## src/rtl/psu_pkg.sv

```systemverilog
`timescale 1ns / 1ps
package psu_pkg;

  localparam int unsigned MAX_ROW_BYTES = 8192;
  localparam int unsigned COL_W = $clog2(MAX_ROW_BYTES);
  localparam int unsigned LEN_W = 14;
  localparam int unsigned PIX_W = 3;
  localparam int unsigned QUEUE_DEPTH = 4;
  localparam int unsigned QPTR_W = $clog2(QUEUE_DEPTH);
  localparam int unsigned QCNT_W = QPTR_W + 1;

  localparam logic [7:0] FILT_NONE  = 8'd0;
  localparam logic [7:0] FILT_SUB   = 8'd1;
  localparam logic [7:0] FILT_UP    = 8'd2;
  localparam logic [7:0] FILT_AVG   = 8'd3;
  localparam logic [7:0] FILT_PAETH = 8'd4;

  localparam logic REG_ROW_LENGTH  = 1'b0;
  localparam logic REG_PIXEL_BYTES = 1'b1;

  // One sample byte on its way from front to back
  typedef struct packed {
    logic [7:0]       data;
    logic [7:0]       kind;
    logic             first_row;
    logic             row_first;
    logic             last;
    logic [COL_W-1:0] col;
  } psu_item_t;

  function automatic logic [LEN_W-1:0] psu_eff_len(input logic [LEN_W-1:0] len);
    logic [LEN_W-1:0] n;
    n = len;
    if (n == '0) n = LEN_W'(1);
    if (n > LEN_W'(MAX_ROW_BYTES)) n = LEN_W'(MAX_ROW_BYTES);
    return n;
  endfunction

  // Byte offset of the left neighbour inside a window, newest byte at 0
  function automatic logic [1:0] psu_pix_idx(input logic [PIX_W-1:0] pix);
    logic [1:0] idx;
    if (pix == '0) idx = 2'd0;
    else if (pix > PIX_W'(4)) idx = 2'd3;
    else idx = 2'(pix - PIX_W'(1));
    return idx;
  endfunction

  function automatic logic [7:0] psu_paeth(input logic [7:0] a, input logic [7:0] b,
                                           input logic [7:0] c);
    logic signed [9:0] da;
    logic signed [9:0] db;
    logic signed [9:0] dc;
    logic [9:0] pa;
    logic [9:0] pb;
    logic [9:0] pc;
    logic [7:0] r;
    da = $signed({2'b00, b}) - $signed({2'b00, c});
    db = $signed({2'b00, a}) - $signed({2'b00, c});
    dc = $signed({2'b00, a}) + $signed({2'b00, b}) - $signed({1'b0, c, 1'b0});
    pa = (da < 0) ? 10'(-da) : 10'(da);
    pb = (db < 0) ? 10'(-db) : 10'(db);
    pc = (dc < 0) ? 10'(-dc) : 10'(dc);
    if (pa <= pb && pa <= pc) r = a;
    else if (pb <= pc) r = b;
    else r = c;
    return r;
  endfunction

endpackage

```

## src/rtl/psu_queue.sv

```systemverilog
`timescale 1ns / 1ps
module psu_queue import psu_pkg::*; (
  input  logic      clk_i,
  input  logic      rst_ni,
  input  logic      push_i,
  input  psu_item_t item_i,
  output logic      full_o,
  input  logic      pop_i,
  output logic      valid_o,
  output psu_item_t item_o
);

  psu_item_t         entry_q [QUEUE_DEPTH];
  logic [QPTR_W-1:0] wr_ptr_q, rd_ptr_q;
  logic [QCNT_W-1:0] count_q;

  always_ff @(posedge clk_i) begin
    if (push_i) begin
      entry_q[wr_ptr_q] <= item_i;
    end
  end

  always_ff @(posedge clk_i or negedge rst_ni) begin
    if (!rst_ni) begin
      wr_ptr_q <= '0;
      rd_ptr_q <= '0;
      count_q  <= '0;
    end else begin
      if (push_i) wr_ptr_q <= wr_ptr_q + QPTR_W'(1);
      if (pop_i) rd_ptr_q <= rd_ptr_q + QPTR_W'(1);
      count_q <= count_q + QCNT_W'(push_i) - QCNT_W'(pop_i);
    end
  end

  assign full_o  = (count_q == QCNT_W'(QUEUE_DEPTH));
  assign valid_o = (count_q != '0);
  assign item_o  = entry_q[rd_ptr_q];

endmodule

```

## config.mk

```make
export PLATFORM = sky130hd
export DESIGN_NAME = psu_queue
export DESIGN_NICKNAME = d
export VERILOG_FILES = /design/src/rtl/psu_pkg.sv /design/src/rtl/psu_queue.sv
export SDC_FILE = /design/constraint.sdc
export NUM_CORES = 1
export LEC_CHECK = 0
export ABC_CLOCK_PERIOD_IN_PS = 2100
export BUFFER_PORTS_ARGS = -buffer_cell sky130_fd_sc_hd__buf_2
export CORE_MARGIN = 2
export CORE_UTILIZATION = 34
export CTS_CLUSTER_SIZE = 28
export DETAILED_ROUTE_END_ITERATION = 16
export PLACE_DENSITY = 0.52
export SLEW_MARGIN = 40
export SYNTH_ARGS = -nofsm -noshare
export SYNTH_HDL_FRONTEND = slang
export SYNTH_SLANG_ARGS = --single-unit
```

## constraint.sdc

```tcl
create_clock -name clk_i -period 2.1 [get_ports clk_i]
set_clock_uncertainty 0.2 [all_clocks]
set_input_delay 0.21 -clock clk_i [delete_from_list [all_inputs] [get_ports clk_i]]
set_output_delay 0.21 -clock clk_i [all_outputs]
set_load 0.02 [all_outputs]
```

==> flow_summary.toml <==
[status]
status = "complete, but fails checks"
violations = "negative setup slack"

[critical_path]
reg2regPathDepth = 4
arrival_ps = 1770
cp.required_ps = 1690
cp-end-kind = "output port"
worst-setup-path-type = "reg -> out"
crit-reg2reg-capture = "entry_q[1][29]$_DFFE_PP_"
start_kind = "register"
regToRegStartpoint = "wr_ptr_q[1]$_DFFE_PN0P_"
cp_max_fo = 6
reg2reg_slack_ps = 380

[detailed_routing]
vias = 2430
wl_mm = 9.27
first_pass_iters = 4
drt_iter0_markers = 133
vias_per_cell = 4.61
ant_nets = 0
drc_errors = 0
routedWlPerCell_um = 17.6

[yosys]
synth-seq-cells = 135
postSynth.asyncResetShare_pct = 5.19
avgSynthCellArea_um2 = 25.0
synthXorXnorAreaFrac_pct = 0.866
synth_top_area_cell = "edfxtp_1"
ys_warn_count = 0
synth_common_cells = "edfxtp_1 (128), mux4_2 (28), dfrtp_1 (7)"
synth_ff_type = "edfxtp_1"
ys_top_cells_by_area = "edfxtp_1 (76%), mux4_2 (12%), dfrtp_1 (3.5%)"
synth_edf_count = 128
synth_area_um2 = 5060
post-synth-top-area-fraction_pct = 76.0
yosysMostFrequentCell = "edfxtp_1"
synth_mux_area_share_pct = 14.6
synthSimpleGateAreaFrac_pct = 0.891
netlist_instances = 202
synth_cell_types = 18
synth_compound_area_share_pct = 0.0990
synth_fa_ha_area_share_pct = 1.88
synth_top_family_by_area = "multiplexers"
synth_nets = 245
yosysSeqAreaShare_pct = 79.5

[floorplan]
coreArea_um2 = 14500
die_w_um = 126
row_count = 44
initial_utilization_pct = 34.8
die_y_um = 126
die_area_um2 = 15900
num_io_pins = 70

[placement]
dpl-instance-area_um2 = 5720
io_buffers = 69
dp_cells = 458
detailed_place_hpwl_mm = 5.53
place.gp.congestion = 0.664

[worst_hold_path]
hold_path.class = "reg -> reg"
whs_path_depth = 1
hp-start = "wr_ptr_q[0]$_DFFE_PN0P_"
min_to = "wr_ptr_q[0]$_DFFE_PN0P_"

[clocking]
clock_latency_ps = 390
numCtsBuffers = 17
cts.reportedPaths.clkPinSlew_ps = 50
cts.sinks = 135
h-tree-depth = 4
clock-root-buffer = "clkbuf_16"
cts_buffer_depth = 2
cts_tree = "built"

[sta]
rsz0062_at_grt = "true"
fin_crit_ps = 2180
fmax_ghz = 0.458
worst_slack_ps = -83.6
worst_slew_pin_slew_ps = 342
drv_slew = 0
worst_slew_margin_rel_pct = 77.1
post-route-period-util_pct = 104
setup_viol = 32
hold_violations = 0

[finish]
fin_cells = 527
syn_to_final_growth_pct = 34.2
final_util_pct = 46.7
stdcell_area_um2 = 6780
nNetsFinal = 375
antenna_cells = 0
drive_gt1_share_pct = 42.9

[grt]
grtUsageTotal_pct = 12.5
grt_pass1_vias = 2714
grt-ovfl-total = 0
grt_max_degree = 29
grt_antenna_before_repair = 0
grt_pass1_wl_mm = 14.6

[pwr]
p_leak_nw = 2.43
ir_worst_vdd_uv = 712
power.density_nw_per_um2 = 1470
power.total_mw = 9.99

[flow_run]
cap_violations = 0
## worst max-delay path, stage by stage, from the launching register on
cell and delay (ps):
dfrtp_2 390, buf_4 150, clkbuf_16 160, mux4_2 490
buf_2 170
## how the worst max path moves through the flow
stage / startpoint / end / cells past startpoint
5_1_grt: rd_ptr_q[0]$_DFFE_PN0P_ / item_o[5] / 4
2_1_floorplan: wr_ptr_q[0]$_DFFE_PN0P_ / entry_q[0][0]$_DFFE_PP_ / 3
6_report: rd_ptr_q[0]$_DFFE_PN0P_ / item_o[5] / 4
4_1_cts: rd_ptr_q[0]$_DFFE_PN0P_ / item_o[25] / 3
3_3_place_gp: rd_ptr_q[0]$_DFFE_PN0P_ / item_o[0] / 3
3_5_place_dp: rd_ptr_q[0]$_DFFE_PN0P_ / item_o[26] / 3
## report_power, final
part / internal, mW / switching, mW / total (mW)
registers: 3.54 / 0.167 / 3.71
logic: 1.51 / 1.67 / 3.18
clock network: 2.08 / 1.02 / 3.10
total: 7.14 / 2.85 / 9.99
## through the flow
stage | setup slack [ps] | hold slack, ps | TNS [ps]
3_5_place_dp | 335 | -139 | 0
6_report | -83.6 | 322 | -1220
2_1_floorplan | 98.2 | -286 | 0
4_1_cts | -113 | 327 | -2260
3_3_place_gp | 330 | -137 | 0
5_1_grt | -146 | 345 | -3660
## repair_timing
action	CTS	global route
setup buffers	0	2
gates cloned	0	1
pin swaps	0	0
hold endpoints to repair	140	0
endpoints found under the setup margin	32	32
hold buffers	36	0
gates resized for setup	6	18
## flip-flops by register name, indices dropped and copies added (netlist names)
register,count
rd_ptr_q,2
wr_ptr_q,2
entry_q,128
count_q,3
## area by class of cell
| cell class | instances | area, µm² |
|---|---|---|
| multi-input cells | 53 | 915 |
| well taps | 184 | 230 |
| repair buffers | 119 | 978 |
| inverters | 6 | 22.5 |
| clock inverters | 10 | 179 |
| fillers | 1265 | 7750 |
| clock buffers | 20 | 437 |
| flip-flops and latches | 135 | 4020 |
## cells by family (layout without fill, tap and decap cells)
family / count (synthesis) / after routing
flops: 135 / 135
mux: 32 / 32
buf+inv: 14 / 155
simple gates: 8 / 8
fa+ha+maj: 7 / 7
xor+xnor: 5 / 5
compound gates: 1 / 1
## placed cells by master (no fill, tap or decap), drive strengths merged
cell         synthesis  routed
xor2                 3       3
clkbuf               1      21
and2                 4       4
clkinvlp             0       2
nand2                2       2
buf                  7      82
o21ai                1       1
ha                   6       6
and3                 1       1
mux4                32      32
dlygate4sd3          0      36
inv                  6       6
bufinv               0       5
edfxtp             128     128
fa                   1       1
dfrtp                7       7
clkinv               0       3
or3                  1       1
xnor2                2       2
## layer usage
metal	GRT usage, %	routed length, µm	vias to the layer above
met2	20.4	4650	61
met3	4.76	390	6
met5	0	0	-
met1	15.0	4130	1267
met4	4.85	99	0
li1	-	-	1096
No activity file was read; power rests on OpenSTA's default activity.
