$ cat config.mk
export PLATFORM = sky130hd
export DESIGN_NAME = psu_front
export DESIGN_NICKNAME = d
export VERILOG_FILES = /design/src/rtl/psu_pkg.sv /design/src/rtl/psu_front.sv
export SDC_FILE = /design/constraint.sdc
export NUM_CORES = 1
export LEC_CHECK = 0
export BUFFER_PORTS_ARGS = -buffer_cell sky130_fd_sc_hd__buf_2
export CAP_MARGIN = 20
export CORE_MARGIN = 2
export CORE_UTILIZATION = 53
export CTS_CLUSTER_DIAMETER = 60
export DETAILED_ROUTE_END_ITERATION = 12
export PLACE_DENSITY = 0.85
export SYNTH_ARGS = -nofsm -noshare
export SYNTH_HDL_FRONTEND = slang
export SYNTH_SLANG_ARGS = --single-unit
$ cat constraint.sdc
create_clock -name clk_i -period 5.15 [get_ports clk_i]
set_input_delay 0.2575 -clock clk_i [delete_from_list [all_inputs] [get_ports clk_i]]
set_output_delay 0.2575 -clock clk_i [all_outputs]
set_load 0.1 [all_outputs]
$ cat src/rtl/psu_pkg.sv
`timescale 1ns / 1ps
package psu_pkg;

  localparam int unsigned MAX_ROW_BYTES = 8192;
  localparam int unsigned COL_W = $clog2(MAX_ROW_BYTES);
  localparam int unsigned LEN_W = 14;
  localparam int unsigned PIX_W = 3;
  localparam int unsigned QUEUE_DEPTH = 4;
  localparam int unsigned QPTR_W = $clog2(QUEUE_DEPTH);
  localparam int unsigned QCNT_W = QPTR_W + 1;

  localparam logic [7:0] FILT_NONE  = 8'd0;
  localparam logic [7:0] FILT_SUB   = 8'd1;
  localparam logic [7:0] FILT_UP    = 8'd2;
  localparam logic [7:0] FILT_AVG   = 8'd3;
  localparam logic [7:0] FILT_PAETH = 8'd4;

  localparam logic REG_ROW_LENGTH  = 1'b0;
  localparam logic REG_PIXEL_BYTES = 1'b1;

  // One sample byte on its way from front to back
  typedef struct packed {
    logic [7:0]       data;
    logic [7:0]       kind;
    logic             first_row;
    logic             row_first;
    logic             last;
    logic [COL_W-1:0] col;
  } psu_item_t;

  function automatic logic [LEN_W-1:0] psu_eff_len(input logic [LEN_W-1:0] len);
    logic [LEN_W-1:0] n;
    n = len;
    if (n == '0) n = LEN_W'(1);
    if (n > LEN_W'(MAX_ROW_BYTES)) n = LEN_W'(MAX_ROW_BYTES);
    return n;
  endfunction

  // Byte offset of the left neighbour inside a window, newest byte at 0
  function automatic logic [1:0] psu_pix_idx(input logic [PIX_W-1:0] pix);
    logic [1:0] idx;
    if (pix == '0) idx = 2'd0;
    else if (pix > PIX_W'(4)) idx = 2'd3;
    else idx = 2'(pix - PIX_W'(1));
    return idx;
  endfunction

  function automatic logic [7:0] psu_paeth(input logic [7:0] a, input logic [7:0] b,
                                           input logic [7:0] c);
    logic signed [9:0] da;
    logic signed [9:0] db;
    logic signed [9:0] dc;
    logic [9:0] pa;
    logic [9:0] pb;
    logic [9:0] pc;
    logic [7:0] r;
    da = $signed({2'b00, b}) - $signed({2'b00, c});
    db = $signed({2'b00, a}) - $signed({2'b00, c});
    dc = $signed({2'b00, a}) + $signed({2'b00, b}) - $signed({1'b0, c, 1'b0});
    pa = (da < 0) ? 10'(-da) : 10'(da);
    pb = (db < 0) ? 10'(-db) : 10'(db);
    pc = (dc < 0) ? 10'(-dc) : 10'(dc);
    if (pa <= pb && pa <= pc) r = a;
    else if (pb <= pc) r = b;
    else r = c;
    return r;
  endfunction

endpackage

$ cat src/rtl/psu_front.sv
`timescale 1ns / 1ps
module psu_front import psu_pkg::*; (
  input  logic             clk_i,
  input  logic             rst_ni,
  input  logic             accept_i,
  input  logic [7:0]       data_i,
  input  logic             image_start_i,
  input  logic [LEN_W-1:0] row_length_i,
  output logic             push_o,
  output psu_item_t        item_o
);

  logic             await_q, await_d;
  logic             first_row_q, first_row_d;
  logic [7:0]       kind_q, kind_d;
  logic [COL_W-1:0] col_q, col_d;
  logic             is_filter;
  logic             last;
  logic [LEN_W-1:0] len;

  assign len       = psu_eff_len(row_length_i);
  assign is_filter = image_start_i | await_q;
  assign last      = ({1'b0, col_q} + LEN_W'(1)) >= len;

  always_comb begin
    await_d     = await_q;
    first_row_d = first_row_q;
    kind_d      = kind_q;
    col_d       = col_q;
    if (accept_i) begin
      if (is_filter) begin
        kind_d  = data_i;
        await_d = 1'b0;
        col_d   = '0;
        if (image_start_i) begin
          first_row_d = 1'b1;
        end
      end else if (last) begin
        await_d     = 1'b1;
        first_row_d = 1'b0;
        col_d       = '0;
      end else begin
        col_d = col_q + COL_W'(1);
      end
    end
  end

  always_ff @(posedge clk_i or negedge rst_ni) begin
    if (!rst_ni) begin
      await_q     <= 1'b1;
      first_row_q <= 1'b1;
      kind_q      <= FILT_NONE;
      col_q       <= '0;
    end else begin
      await_q     <= await_d;
      first_row_q <= first_row_d;
      kind_q      <= kind_d;
      col_q       <= col_d;
    end
  end

  assign push_o           = accept_i & ~is_filter;
  assign item_o.data      = data_i;
  assign item_o.kind      = kind_q;
  assign item_o.first_row = first_row_q;
  assign item_o.row_first = (col_q == '0);
  assign item_o.last      = last;
  assign item_o.col       = col_q;

endmodule

==> results.py, run 1 <==
metrics = {
    "floorplan": {
        "die_h_um": 59.1,
        "chipWidth_um": 59.1,
        "core_area_um2": 2980,
        "dieArea_um2": 3500,
        "ioPinCount": 59,
        "start_util_pct": 54.1,
        "rows": 20,
    },
    "yosys": {
        "synth_edf_count": 0,
        "async_flop_share_pct": 100,
        "synth_seq_cells": 23,
        "synth_cell_type_count": 39,
        "synthTopCellsByCount": "21 x dfrtp_1, 17 x nand2_1, 16 x ha_1",
        "syn_area_um2": 1610,
        "netlist_top_cells_area": "dfrtp_1 33%, ha_1 12%, a32o_1 6.8%, buf_4 5.6%, mux2_2 5.6%",
        "ys_warn_count": 0,
        "yosysSeqAreaShare_pct": 35.9,
        "syn_avg_cell_area_um2": 10.0,
        "synth_top_area_share_pct": 32.6,
        "yosysMostFrequentCell": "dfrtp_1",
        "yosys.area.top_type": "dfrtp_1",
        "synth_ff_type": "dfrtp_1",
        "syn_inst": 161,
        "synthesis.nets": 203,
    },
    "clock_network": {
        "cts_tree": "yes",
        "cts_setup_buffers": 0,
        "ctsResizeCount": 0,
        "cts_root_buf": "clkbuf_4",
        "htreeDepth": 1,
        "cts.sinks": 23,
        "clkLatencyLatePin_ns": 0.30,
        "clkTransAtPathRegs_ns": 0.12,
        "cts-buffers-inserted": 3,
        "clk_path_buf_depth": 2,
    },
    "global_route": {
        "grt_pass1_wl_mm": 5.62,
        "met2_usage_pct": 33.5,
        "grt.busiest_layer": "met2",
        "met3_usage_pct": 3.06,
        "grt-ovfl-total": 0,
        "antenna_found_initial": 0,
        "grt_use_total_pct": 21.0,
        "grt_max_degree": 24,
        "use_met1_pct": 29.8,
        "grt_pass1_vias": 1272,
    },
    "detailed_routing": {
        "via_per_inst": 5.66,
        "drtAntennaViolNets": 0,
        "vias": 1376,
        "drc": 0,
        "avgRoutedWirePerCell_um": 14.5,
        "firstDrtPassIters": 4,
        "initialDrtViolationCount": 28,
        "wl_mm": 3.52,
    },
    "sta": {
        "finalSetupViolCount": 0,
        "max_freq_mhz": 273,
        "worst_pin_slew_ns": 0.714,
        "finalHoldViolCount": 0,
        "finalSetupTns_ns": 0,
        "rsz0062_at_grt": "false",
        "fin_worst_skew_ns": 0.00371,
        "slew_viol_final": 0,
        "min_period_ns": 3.66,
        "setup_ws_ns": 1.49,
        "hold-worst-slack_ns": 0.189,
        "max_slew_margin_pct": 52.1,
        "fin_crit_sh_pct": 71.1,
    },
    "setup_path": {
        "critPathCaptureType": "primary output",
        "worst-path-max-fanout": 12,
        "critPathArrivalTime_ns": 3.40,
        "critPathRequiredTime_ns": 4.89,
        "path_class": "reg -> out",
        "setup.worst_path.start_class": "register",
    },
    "layout": {
        "synthToLayoutAreaGrowth_pct": 16.4,
        "final_core_util_pct": 63.0,
        "antenna_cells": 0,
        "layout.cells.non_filler": 243,
        "fin_area_um2": 1880,
        "fin_nets": 253,
        "drive_above_1_share_pct": 36.7,
        "fillers": 238,
    },
    "place": {
        "placed_cells": 238,
        "dpl.hpwl_mm": 2.78,
        "dp_slack_ns": 1.70,
        "placed_cell_area_um2": 1840,
        "gp_congestion": 0.814,
        "io_buffers": 58,
    },
    "status": {
        "outcome": "completed",
    },
    "pwr": {
        "power_mw": 0.512,
        "ir_drop_mv": 0.202,
        "power_density_nw_per_um2": 273,
        "p_leak_nw": 0.967,
    },
    "flow_run": {
        "drv_cap": 0,
    },
    "min_path": {
        "hold_class": "in -> reg",
    },
}
## final timing paths
kind                              from          end  slack, ns  depth (start not counted)
hold reg to reg            first_row_q  first_row_q       0.51                          2
min in group asynchronous       rst_ni     col_q[8]       0.44                          2
setup reg to reg              col_q[2]      await_q       2.12                         11
setup / recovery              col_q[2]   item_o[13]       1.49                         11
hold / removal               data_i[0]    kind_q[0]       0.19                          2
max in group asynchronous       rst_ni      await_q       4.35                          2
## worst max-delay path, cell delays in order (launching register included)
cell and delay, ns:
dfrtp_1 0.49, and4_4 0.30, nand4_4 0.13, nor2_1 0.16, xor2_1 0.21, ha_1 0.27
and2_0 0.18, a221o_1 0.31, a21oi_2 0.17, o21a_1 0.43, inv_1 0.13, buf_2 0.32
## per-layer routing
metal | vias to the layer above | routed length, µm
li1 | 678 | -
met1 | 659 | 1650
met2 | 35 | 1680
met3 | 4 | 148
met4 | 0 | 40
met5 | - | 0
## logic make-up (layout without fill, tap and decap cells)
| group | count (synthesis) | after routing | share of synthesized area [%] |
|---|---|---|---|
| buffers and inverters | 26 | 75 | 9.32 |
| DFF | 23 | 23 | 35.9 |
| adders and majority gates | 16 | 16 | 12.4 |
| and+or+nand+nor | 46 | 46 | 15.6 |
| xor gates and xnor gates | 11 | 11 | 5.98 |
| muxes | 9 | 9 | 6.21 |
| AOI/OAI and AO/OA | 30 | 30 | 14.6 |
## state kept, by name (all words and copies together) (netlist names)
signal       count
await_q          1
col_q           13
first_row_q      1
kind_q           8
## cell type report
cell class                      instances  area (µm²)  share of cell area (%)
Clock inverter                          1        5.00                   0.267
Sequential cell                        23         578                    30.8
Clock buffer                            3        22.5                    1.20
Tap cell                               33        41.3                    2.20
Multi-Input combinational cell        112         883                    47.1
Inverter                               12        45.0                    2.40
Timing Repair Buffer                   59         300                    16.0
## cells in the final DEF (no fill, tap or decap), types with 6 or more instances in the layout
| cell type | instances |
|---|---|
| ha_1 | 16 |
| buf_2 | 58 |
| inv_1 | 11 |
| a32o_1 | 11 |
| dfrtp_1 | 21 |
| a21oi_1 | 6 |
| xnor2_1 | 8 |
| nand2_1 | 17 |
| mux2_2 | 8 |
| nand3_1 | 6 |
## power by group
part | leakage (nW) | switching, mW | internal [mW]
Clock | 0.0177 | 0.0527 | 0.0289
Sequential | 0.294 | 0.0102 | 0.193
Combinational | 0.655 | 0.182 | 0.0455
Total | 0.967 | 0.245 | 0.268
## what timing repair did
action / 4_1_cts / 5_1_grt
hold endpoints to repair: 21 / 0
hold buffers: 1 / 0
endpoints found under the setup margin: 0 / 0
Power figures use the tool's default switching activity.
==> run 2, diff against run 1 <==
--- a/config.mk
+++ b/config.mk
@@ -8,10 +8,10 @@
 export BUFFER_PORTS_ARGS = -buffer_cell sky130_fd_sc_hd__buf_2
 export CAP_MARGIN = 20
 export CORE_MARGIN = 2
-export CORE_UTILIZATION = 53
+export CORE_UTILIZATION = 49
 export CTS_CLUSTER_DIAMETER = 60
 export DETAILED_ROUTE_END_ITERATION = 12
-export PLACE_DENSITY = 0.85
+export PLACE_DENSITY = 0.79
 export SYNTH_ARGS = -nofsm -noshare
 export SYNTH_HDL_FRONTEND = slang
 export SYNTH_SLANG_ARGS = --single-unit
==> constraint.sdc (replaced) <==
create_clock -name clk_i -period 3.8 [get_ports clk_i]
set_input_delay 0.19 -clock clk_i [delete_from_list [all_inputs] [get_ports clk_i]]
set_output_delay 0.19 -clock clk_i [all_outputs]
set_load 0.1 [all_outputs]
==> results.py, run 2 (synthesis gave the netlist of run 1 again) <==
metrics = {
    "sta": {
        "rsz0062_at_grt": "false",
        "fin_worst_skew_ns": 0.00975,
        "worst_pin_slew_ns": 0.696,
        "hold-worst-slack_ns": 0.119,
        "slew_viol_final": 0,
        "finalSetupViolCount": 0,
        "max_freq_mhz": 306,
        "finalSetupTns_ns": 0,
        "finalHoldViolCount": 0,
        "max_slew_margin_pct": 53.3,
        "fin_crit_sh_pct": 86.1,
        "min_period_ns": 3.27,
    },
    "clock_network": {
        "cts_setup_buffers": 0,
        "cts_root_buf": "clkbuf_4",
        "htreeDepth": 1,
        "clkTransAtPathRegs_ns": 0.13,
        "cts-buffers-inserted": 3,
        "ctsResizeCount": 0,
        "clkLatencyLatePin_ns": 0.31,
        "cts.sinks": 23,
        "hold_buffers": 1,
        "cts_tree": "yes",
        "clk_path_buf_depth": 2,
    },
    "setup_path": {
        "critPathRequiredTime_ns": 3.61,
        "cpPeakStageDelay_ns": 0.50,
        "crit_chain": "and4_4, nand4_4, nor2_1, xor2_1, ha_1, and2_0, a221o_1, a21oi_2, o21a_1, inv_1, buf_2",
        "path_class": "reg -> out",
        "critPathCaptureType": "primary output",
        "critPathArrivalTime_ns": 3.08,
        "slowest_stage": "dfrtp_1",
        "worst-path-max-fanout": 8,
        "setup.worst_path.start_class": "register",
        "r2r_slack_ns": 0.96,
    },
    "detailed_routing": {
        "via_per_inst": 5.44,
        "drc": 0,
        "drtAntennaViolNets": 0,
        "avgRoutedWirePerCell_um": 14.2,
        "initialDrtViolationCount": 58,
        "wl_mm": 3.61,
        "vias": 1387,
        "firstDrtPassIters": 4,
    },
    "layout": {
        "layout_common_cells": "58 x buf_2, 21 x dfrtp_1, 17 x nand2_1",
        "fin_nets": 254,
        "drive_above_1_share_pct": 37.0,
        "largest_register_ffs": 13,
        "synthToLayoutAreaGrowth_pct": 17.7,
        "largestRegisters": "col_q x13, kind_q x8",
        "antenna_cells": 0,
        "regMostFlops": "col_q",
        "mostFrequentLayoutCell": "buf_2",
    },
    "place": {
        "gp_congestion": 0.835,
        "dpl.hpwl_mm": 2.83,
        "io_buffers": 58,
    },
    "global_route": {
        "grt-ovfl-total": 0,
        "grt_max_degree": 24,
        "grt_pass1_wl_mm": 5.72,
        "grt_use_total_pct": 20.4,
        "grt_pass1_vias": 1249,
        "antenna_found_initial": 0,
    },
    "floorplan": {
        "start_util_pct": 51.9,
        "rows": 20,
        "chipWidth_um": 61.4,
        "core_area_um2": 3100,
        "die_h_um": 61.4,
        "ioPinCount": 59,
        "dieArea_um2": 3760,
    },
    "pwr": {
        "p_leak_nw": 0.971,
        "power_density_nw_per_um2": 368,
        "power_mw": 0.698,
        "ir_drop_mv": 0.248,
    },
    "min_path": {
        "hold_class": "in -> reg",
    },
    "flow_run": {
        "drv_cap": 0,
    },
    "status": {
        "outcome": "completed",
    },
}
-- run 2: cell count changes in the layout (fill, tap and decap cells not counted) --
cell and delta:
buf_4 +1
-- run 2: worst paths after layout --
| kind | from | endpoint | cells past startpoint |
|---|---|---|---|
| min reg2reg | first_row_q | first_row_q | 2 |
| max | col_q[2] | item_o[13] | 11 |
| min | data_i[1] | kind_q[1] | 2 |
| max in group asynchronous | rst_ni | first_row_q | 2 |
| max reg2reg | col_q[2] | col_q[4] | 11 |
| min in group asynchronous | rst_ni | col_q[11] | 2 |
-- run 2: cell type report --
cell class,count,area [µm²]
timing repair buffer,60,308
tap,44,55.1
clock inverter,1,5.00
multi-input combinational,112,883
inverter,12,45.0
fill,298,1210
clock buffer,3,22.5
sequential,23,578
-- run 2: critical path, delay by kind of cell, from the launching register on --
kind / cells / cell delay (ns)
fa+ha+maj: 1 / 0.27
simple gates: 4 / 0.76
compound gates: 3 / 0.67
buf+inv: 2 / 0.36
xor+xnor: 1 / 0.21
flops: 1 / 0.50
-- run 2: per-layer routing --
metal / GRT usage, % / vias to the layer above / share of wire, %
met4: 4.56 / 0 / 0.42
met3: 2.10 / 2 / 7.4
met2: 32.1 / 53 / 45
met1: 30.8 / 644 / 48
li1: - / 688 / -
met5: 0 / - / 0
-- run 2: where the power goes --
part | internal, mW | switching, mW | leakage (nW)
combinational | 0.0619 | 0.247 | 0.660
clock | 0.0393 | 0.0740 | 0.0177
sequential | 0.262 | 0.0134 | 0.294
total | 0.363 | 0.335 | 0.971
-- run 2: through the flow --
step / utilization (%) / setup slack (ns) / cell area [µm²] / cells
floorplan: - / 0.388 / 1610 / 161
global placement: 59.9 / 0.826 / 1860 / 250
detailed placement: 59.9 / 0.768 / 1860 / 250
CTS: 61.1 / 0.544 / 1900 / 255
global route: 61.1 / 0.379 / 1900 / 255
finish: 61.1 / 0.528 / 1900 / 255
